$ cat config.mk
export PLATFORM = sky130hd
export DESIGN_NAME = wfm_flt
export DESIGN_NICKNAME = d
export VERILOG_FILES = /design/src/rtl/core/wfm_pkg.sv /design/src/rtl/core/wfm_flt.sv
export SDC_FILE = /design/constraint.sdc
export NUM_CORES = 1
export LEC_CHECK = 0
export BUFFER_PORTS_ARGS = -buffer_cell sky130_fd_sc_hd__buf_4
export CAP_MARGIN = 20
export CORE_UTILIZATION = 31
export CTS_CLUSTER_DIAMETER = 60
export DETAILED_ROUTE_END_ITERATION = 10
export PLACE_DENSITY_LB_ADDON = 0.2
export SKIP_CTS_REPAIR_TIMING = 1
export SYNTH_ARGS = -nofsm -noshare
export SYNTH_HDL_FRONTEND = slang
export SYNTH_SLANG_ARGS = --single-unit
$ cat constraint.sdc
create_clock -name i_clk -period 13.3 [get_ports i_clk]
set_input_delay 1.33 -clock i_clk [delete_from_list [all_inputs] [get_ports i_clk]]
set_output_delay 1.33 -clock i_clk [all_outputs]
set_load 0.005 [all_outputs]
$ cat src/rtl/core/wfm_pkg.sv
`timescale 1ns / 1ps
// ----------------------------------------------------------------------------
// wfm_pkg
// shared constants, codes and types of the word memory with bit-flip faults
// ----------------------------------------------------------------------------
package wfm_pkg;

    localparam int MEM_WORDS   = 1024;
    localparam int FAULT_SLOTS = 8;

    localparam int MEM_AW  = (MEM_WORDS > 1) ? $clog2(MEM_WORDS) : 1;
    localparam int FA_W    = $clog2(MEM_WORDS * 4);
    localparam int SLOT_W  = (FAULT_SLOTS > 1) ? $clog2(FAULT_SLOTS) : 1;
    localparam int CNT_W   = $clog2(FAULT_SLOTS + 1);

    localparam int OP_W    = 2;
    localparam int ADDR_W  = 32;
    localparam int DATA_W  = 32;
    localparam int CFG_W   = 13;
    localparam int ENT_W   = 4;

    localparam logic [CFG_W-1:0]  CFG_SIZE_RST = CFG_W'(4096);
    localparam logic [ADDR_W:0]   MEM_BYTES    = (ADDR_W + 1)'(MEM_WORDS * 4);
    localparam logic [ADDR_W:0]   ADDR_STEP    = (ADDR_W + 1)'(4);
    localparam logic [DATA_W-1:0] DATA_ZERO    = '0;

    typedef enum logic [OP_W-1:0] {
        OP_WRITE     = 2'd0,
        OP_READ      = 2'd1,
        OP_ADD_FAULT = 2'd2,
        OP_CLEAR     = 2'd3
    } t_op;

    typedef enum logic {
        ST_CLEAR = 1'b0,
        ST_RUN   = 1'b1
    } t_state;

    typedef struct packed {
        logic              add;
        logic              clr;
        logic [FA_W-1:0]   addr;
        logic [DATA_W-1:0] mask;
    } t_flt_req;

    typedef struct packed {
        logic             add_ok;
        logic [CNT_W-1:0] used_next;
    } t_flt_rsp;

endpackage

$ cat src/rtl/core/wfm_flt.sv
`timescale 1ns / 1ps
// ----------------------------------------------------------------------------
// wfm_flt
// bit-flip fault table: append, clear and parallel address match
// ----------------------------------------------------------------------------
module wfm_flt (
    input  logic                      i_clk,
    input  logic                      i_rst_n,
    input  wfm_pkg::t_flt_req         i_req,
    input  logic [wfm_pkg::FA_W-1:0]  i_look_addr,
    output logic [wfm_pkg::DATA_W-1:0] o_mask,
    output wfm_pkg::t_flt_rsp         o_rsp
);
    import wfm_pkg::*;

    logic [FA_W-1:0]   r_addr [FAULT_SLOTS];
    logic [DATA_W-1:0] r_mask [FAULT_SLOTS];
    logic [CNT_W-1:0]  r_used;
    logic [CNT_W-1:0]  n_used;
    logic              add_ok;

    assign add_ok = i_req.add && (i_req.mask != DATA_ZERO)
                    && (r_used < CNT_W'(FAULT_SLOTS));

    always_comb begin
        n_used = r_used;
        if (i_req.clr) begin
            n_used = '0;
        end else if (add_ok) begin
            n_used = r_used + CNT_W'(1);
        end
    end

    always_ff @(posedge i_clk) begin
        if (!i_rst_n) begin
            r_used <= '0;
        end else begin
            r_used <= n_used;
        end
    end

    always_ff @(posedge i_clk) begin
        if (add_ok && !i_req.clr) begin
            r_addr[r_used[SLOT_W-1:0]] <= i_req.addr;
            r_mask[r_used[SLOT_W-1:0]] <= i_req.mask;
        end
    end

    // xor of every held entry matching the lookup address
    always_comb begin
        o_mask = '0;
        for (int i = 0; i < FAULT_SLOTS; i++) begin
            if ((CNT_W'(i) < r_used) && (r_addr[i] == i_look_addr)) begin
                o_mask = o_mask ^ r_mask[i];
            end
        end
    end

    assign o_rsp.add_ok    = add_ok;
    assign o_rsp.used_next = n_used;

endmodule

==> run summary <==
The sum of buffers and inverters on the critical path is 3. The detailed router finished its first iteration with 555 violations. The flow ran to the end, and the final reports show no timing, DRC or antenna violations. The number of max-slew violations in the final report is 0.

The floorplan has 82 rows. The count of final hold-check violations came out at 0. The chip width came out at 229 µm. The summed negative setup slack over all endpoints came out at 0 ns. In this design, the critical path's most frequently occurring cell is sky130_fd_sc_hd__xnor2_1. The maximum achievable frequency is 0.183 GHz. The arrival time at the worst endpoint came out at 4.13 ns. The time the final worst path needs with I/O delays and setup is 5.46 ns.

The area of the core is 0.0505 mm². The count of flip-flops with a built-in enable after synthesis is 352. The sequential fraction of the synthesis area is 66.7%.

The cell taking the most area after synthesis is sky130_fd_sc_hd__edfxtp_1. Fill cells in the final layout number 4833. The maximum cell stage delay along the critical path came out at 0.53 ns. The largest net degree at the start of global routing came out at 45. The mapped netlist covers 0.0160 mm². The final core utilization is 37.0%. Setup repair after global routing left no endpoint under its margin. In the synthesized netlist the async set-or-reset flop fraction comes to 0%.

Dividing total power by cell area gives a power density of 128 mW/mm². Once placement completed, the tool counted placed cells totaling 1816. The number of global-route vias before repair was 9090. The worst-case headroom to the max-slew limit came out at 44.5%. The min-delay analysis places its worst path in the category flip-flop to flip-flop. The repair_antennas step left the layout with diodes totalling 0.

The number of nets handed over by synthesis was 1142. Across all layers, the routed design uses 8893 vias. The max-cap violation count came out at 0. The worst setup path is captured at an output pin. The worst hold slack after final layout is 0.720 ns. Summed over all cells, the static leakage comes to 5.86 nW. The number of remaining DRC errors is 0. The detailed-route wire length per cell is 21.7 µm. Of all nets on the critical path, the largest fanout is 32. At the end of routability-driven placement, the weighted congestion stood at 0.715. After synthesis, the cell types taking the most area are sky130_fd_sc_hd__edfxtp_1, sky130_fd_sc_hd__xnor2_1, sky130_fd_sc_hd__nand2_1, sky130_fd_sc_hd__nand4_1, sky130_fd_sc_hd__xor2_1. The area share of the largest cell type after synthesis is 66.1%. The final wirelength came out at 41100 µm. Setup violations remaining at the end of the flow were counted as 0. Once detail routing completed, the nets flagged for antenna violations numbered 0. The total global routing overflow is 0.

Across every metal layer, demand over resource in global routing totals 15.7%. The clock slew at the register clock pins of the worst setup and hold paths is 0.05 ns. During placement, the flow inserted port buffers numbering 96. The depth of the CTS H-tree is 2.

Counting every instance in the synthesized netlist gives 1080. The TritonCTS clock tree is yes. The final period utilization came out at 41.1%. CTS placed an instance of sky130_fd_sc_hd__clkbuf_16 at the clock tree root. The fraction of final layout cells with drive strength greater than 1 came out at 19.8%. At the later pin of the worst-skew pair, clock insertion delay measures 0.56 ns.

On the critical path the largest part of the delay comes from XOR/XNOR gates. VDD sags by at most 0.0779 mV. In the post-synthesis netlist, the cell with the most instances is sky130_fd_sc_hd__edfxtp_1.

The critical path in this run is classified as input port to output pin. The slowest stage of the critical path belongs to the cell sky130_fd_sc_hd__buf_4. CTS saw 356 sinks. The routed via count divided by cell count came out at 4.71. The final standard cell count with taps included and fillers excluded came out at 1889.

The final worst clock skew came out at 0.0154 ns. The area added between synthesis and finish came out at 16.8%. The chip height came out at 229 µm.

The area of the die is 0.0525 mm². Traced cell by cell, the critical path runs through buf_4, xnor2_1, nand4_1, nor4_4, buf_4, nand4_1, xnor2_1, xnor2_1, xnor2_1, buf_4. Ranked by instance count, the synthesized netlist is headed by sky130_fd_sc_hd__edfxtp_1, sky130_fd_sc_hd__xnor2_1, sky130_fd_sc_hd__nand2_1. The initial antenna violation count was 1. Yosys printed 0 warnings. The TritonCTS buffer count came out at 42. The worst-margin pin slew is 0.825 ns. The buffer levels on the longest clock path came out at 3.

The starting density of the core came out at 31.7%. Summed over all nets, the half-perimeter wirelength after detailed placement is 23200 µm. The average size of a mapped cell came out at 14.8 µm².

For this run, the leading register cell type out of synthesis is sky130_fd_sc_hd__edfxtp_1. The first-pass GRT wire length is 60600 µm. The kind of start point of the critical path is an input port. The I/O pin count came out at 97. The post-synthesis register bit count is 356.

The first-pass detailed-route iteration total came out at 4. The final net count is 1251. Yosys mapped the design onto 29 distinct sky130hd cell types. Data on the critical path is required at its endpoint by 11.97 ns.
layer usage:
| metal | vias to the layer above | global-route usage, % | wire length (µm) |
|---|---|---|---|
| met5 | - | 0 | 13 |
| met4 | 2 | 5.35 | 867 |
| met3 | 53 | 2.71 | 1790 |
| met2 | 200 | 25.3 | 19300 |
| met1 | 4549 | 21.5 | 19100 |
| li1 | 4089 | - | - |
cell families after synthesis:
logic type	synth area share, %
AND/OR/NAND/NOR	11.6
XOR/XNOR	18.5
AO/OA/AOI/OAI	0.290
flip-flops	66.7
adder cells (fa/ha/maj)	0.157
buffers and inverters	2.69
multiplexers	0.0626
registers in the layout, indices dropped and copies added (netlist names):
name    count
r_mask    256
r_addr     96
r_used      4
metrics by stage:
step | worst slack (ns) | cell area (µm²) | power, mW
2_1_floorplan | 5.86 | 16000 | 1.31
3_3_place_gp | 7.91 | 17400 | 1.35
3_5_place_dp | 7.93 | 17400 | 1.36
4_1_cts | 7.92 | 18700 | 2.42
5_1_grt | 7.77 | 18700 | 2.46
6_report | 7.84 | 18700 | 2.38
cell type report:
type	instances	area, µm²	share of cell area [%]
Inverter	5	18.8	0.101
Sequential cell	356	10700	57.1
Tap cell	672	841	4.50
Timing Repair Buffer	125	936	5.01
Clock buffer	49	1100	5.89
Multi-Input combinational cell	659	4990	26.7
Clock inverter	23	136	0.731
where the power goes:
| part | switching, mW | leakage [nW] | internal (mW) |
|---|---|---|---|
| clock network | 0.443 | 0.611 | 0.606 |
| registers | 0.00260 | 3.21 | 1.24 |
| logic | 0.0590 | 2.03 | 0.0267 |
| total | 0.504 | 5.86 | 1.88 |
worst register-to-register path: stages, from the launching register on:
cell and delay (ns):
sky130_fd_sc_hd__dfxtp_1 0.43, sky130_fd_sc_hd__or3b_2 0.67, sky130_fd_sc_hd__nor2_1 0.16, sky130_fd_sc_hd__nand2_1 0.13, sky130_fd_sc_hd__nor3_2 0.20, sky130_fd_sc_hd__buf_4 0.55
final timing paths:
| kind | from | end | slack, ns | depth (start not counted) |
|---|---|---|---|---|
| max | i_look_addr[3] | o_mask[31] | 7.84 | 10 |
| min | r_used[0] | r_used[0] | 0.72 | 3 |
| max reg2reg | r_used[3] | r_mask[2][13] | 10.78 | 5 |
| min reg2reg | r_used[0] | r_used[0] | 0.72 | 3 |
placed cells by master, fill, tap and decap left out, drive strengths merged:
cell type  count
a21oi          3
buf          125
bufinv         1
clkbuf        49
clkinv        19
dfxtp          4
edfxtp       352
ha             2
inv            8
mux2i          1
nand2        168
nand2b         2
nand3          2
nand4        111
nor2          16
nor3           4
nor4          22
nor4b          1
o21ai          1
o311ai         3
or3b           1
xnor2        266
xor2          56
Note: power is estimated with default switching activity, not from simulation.
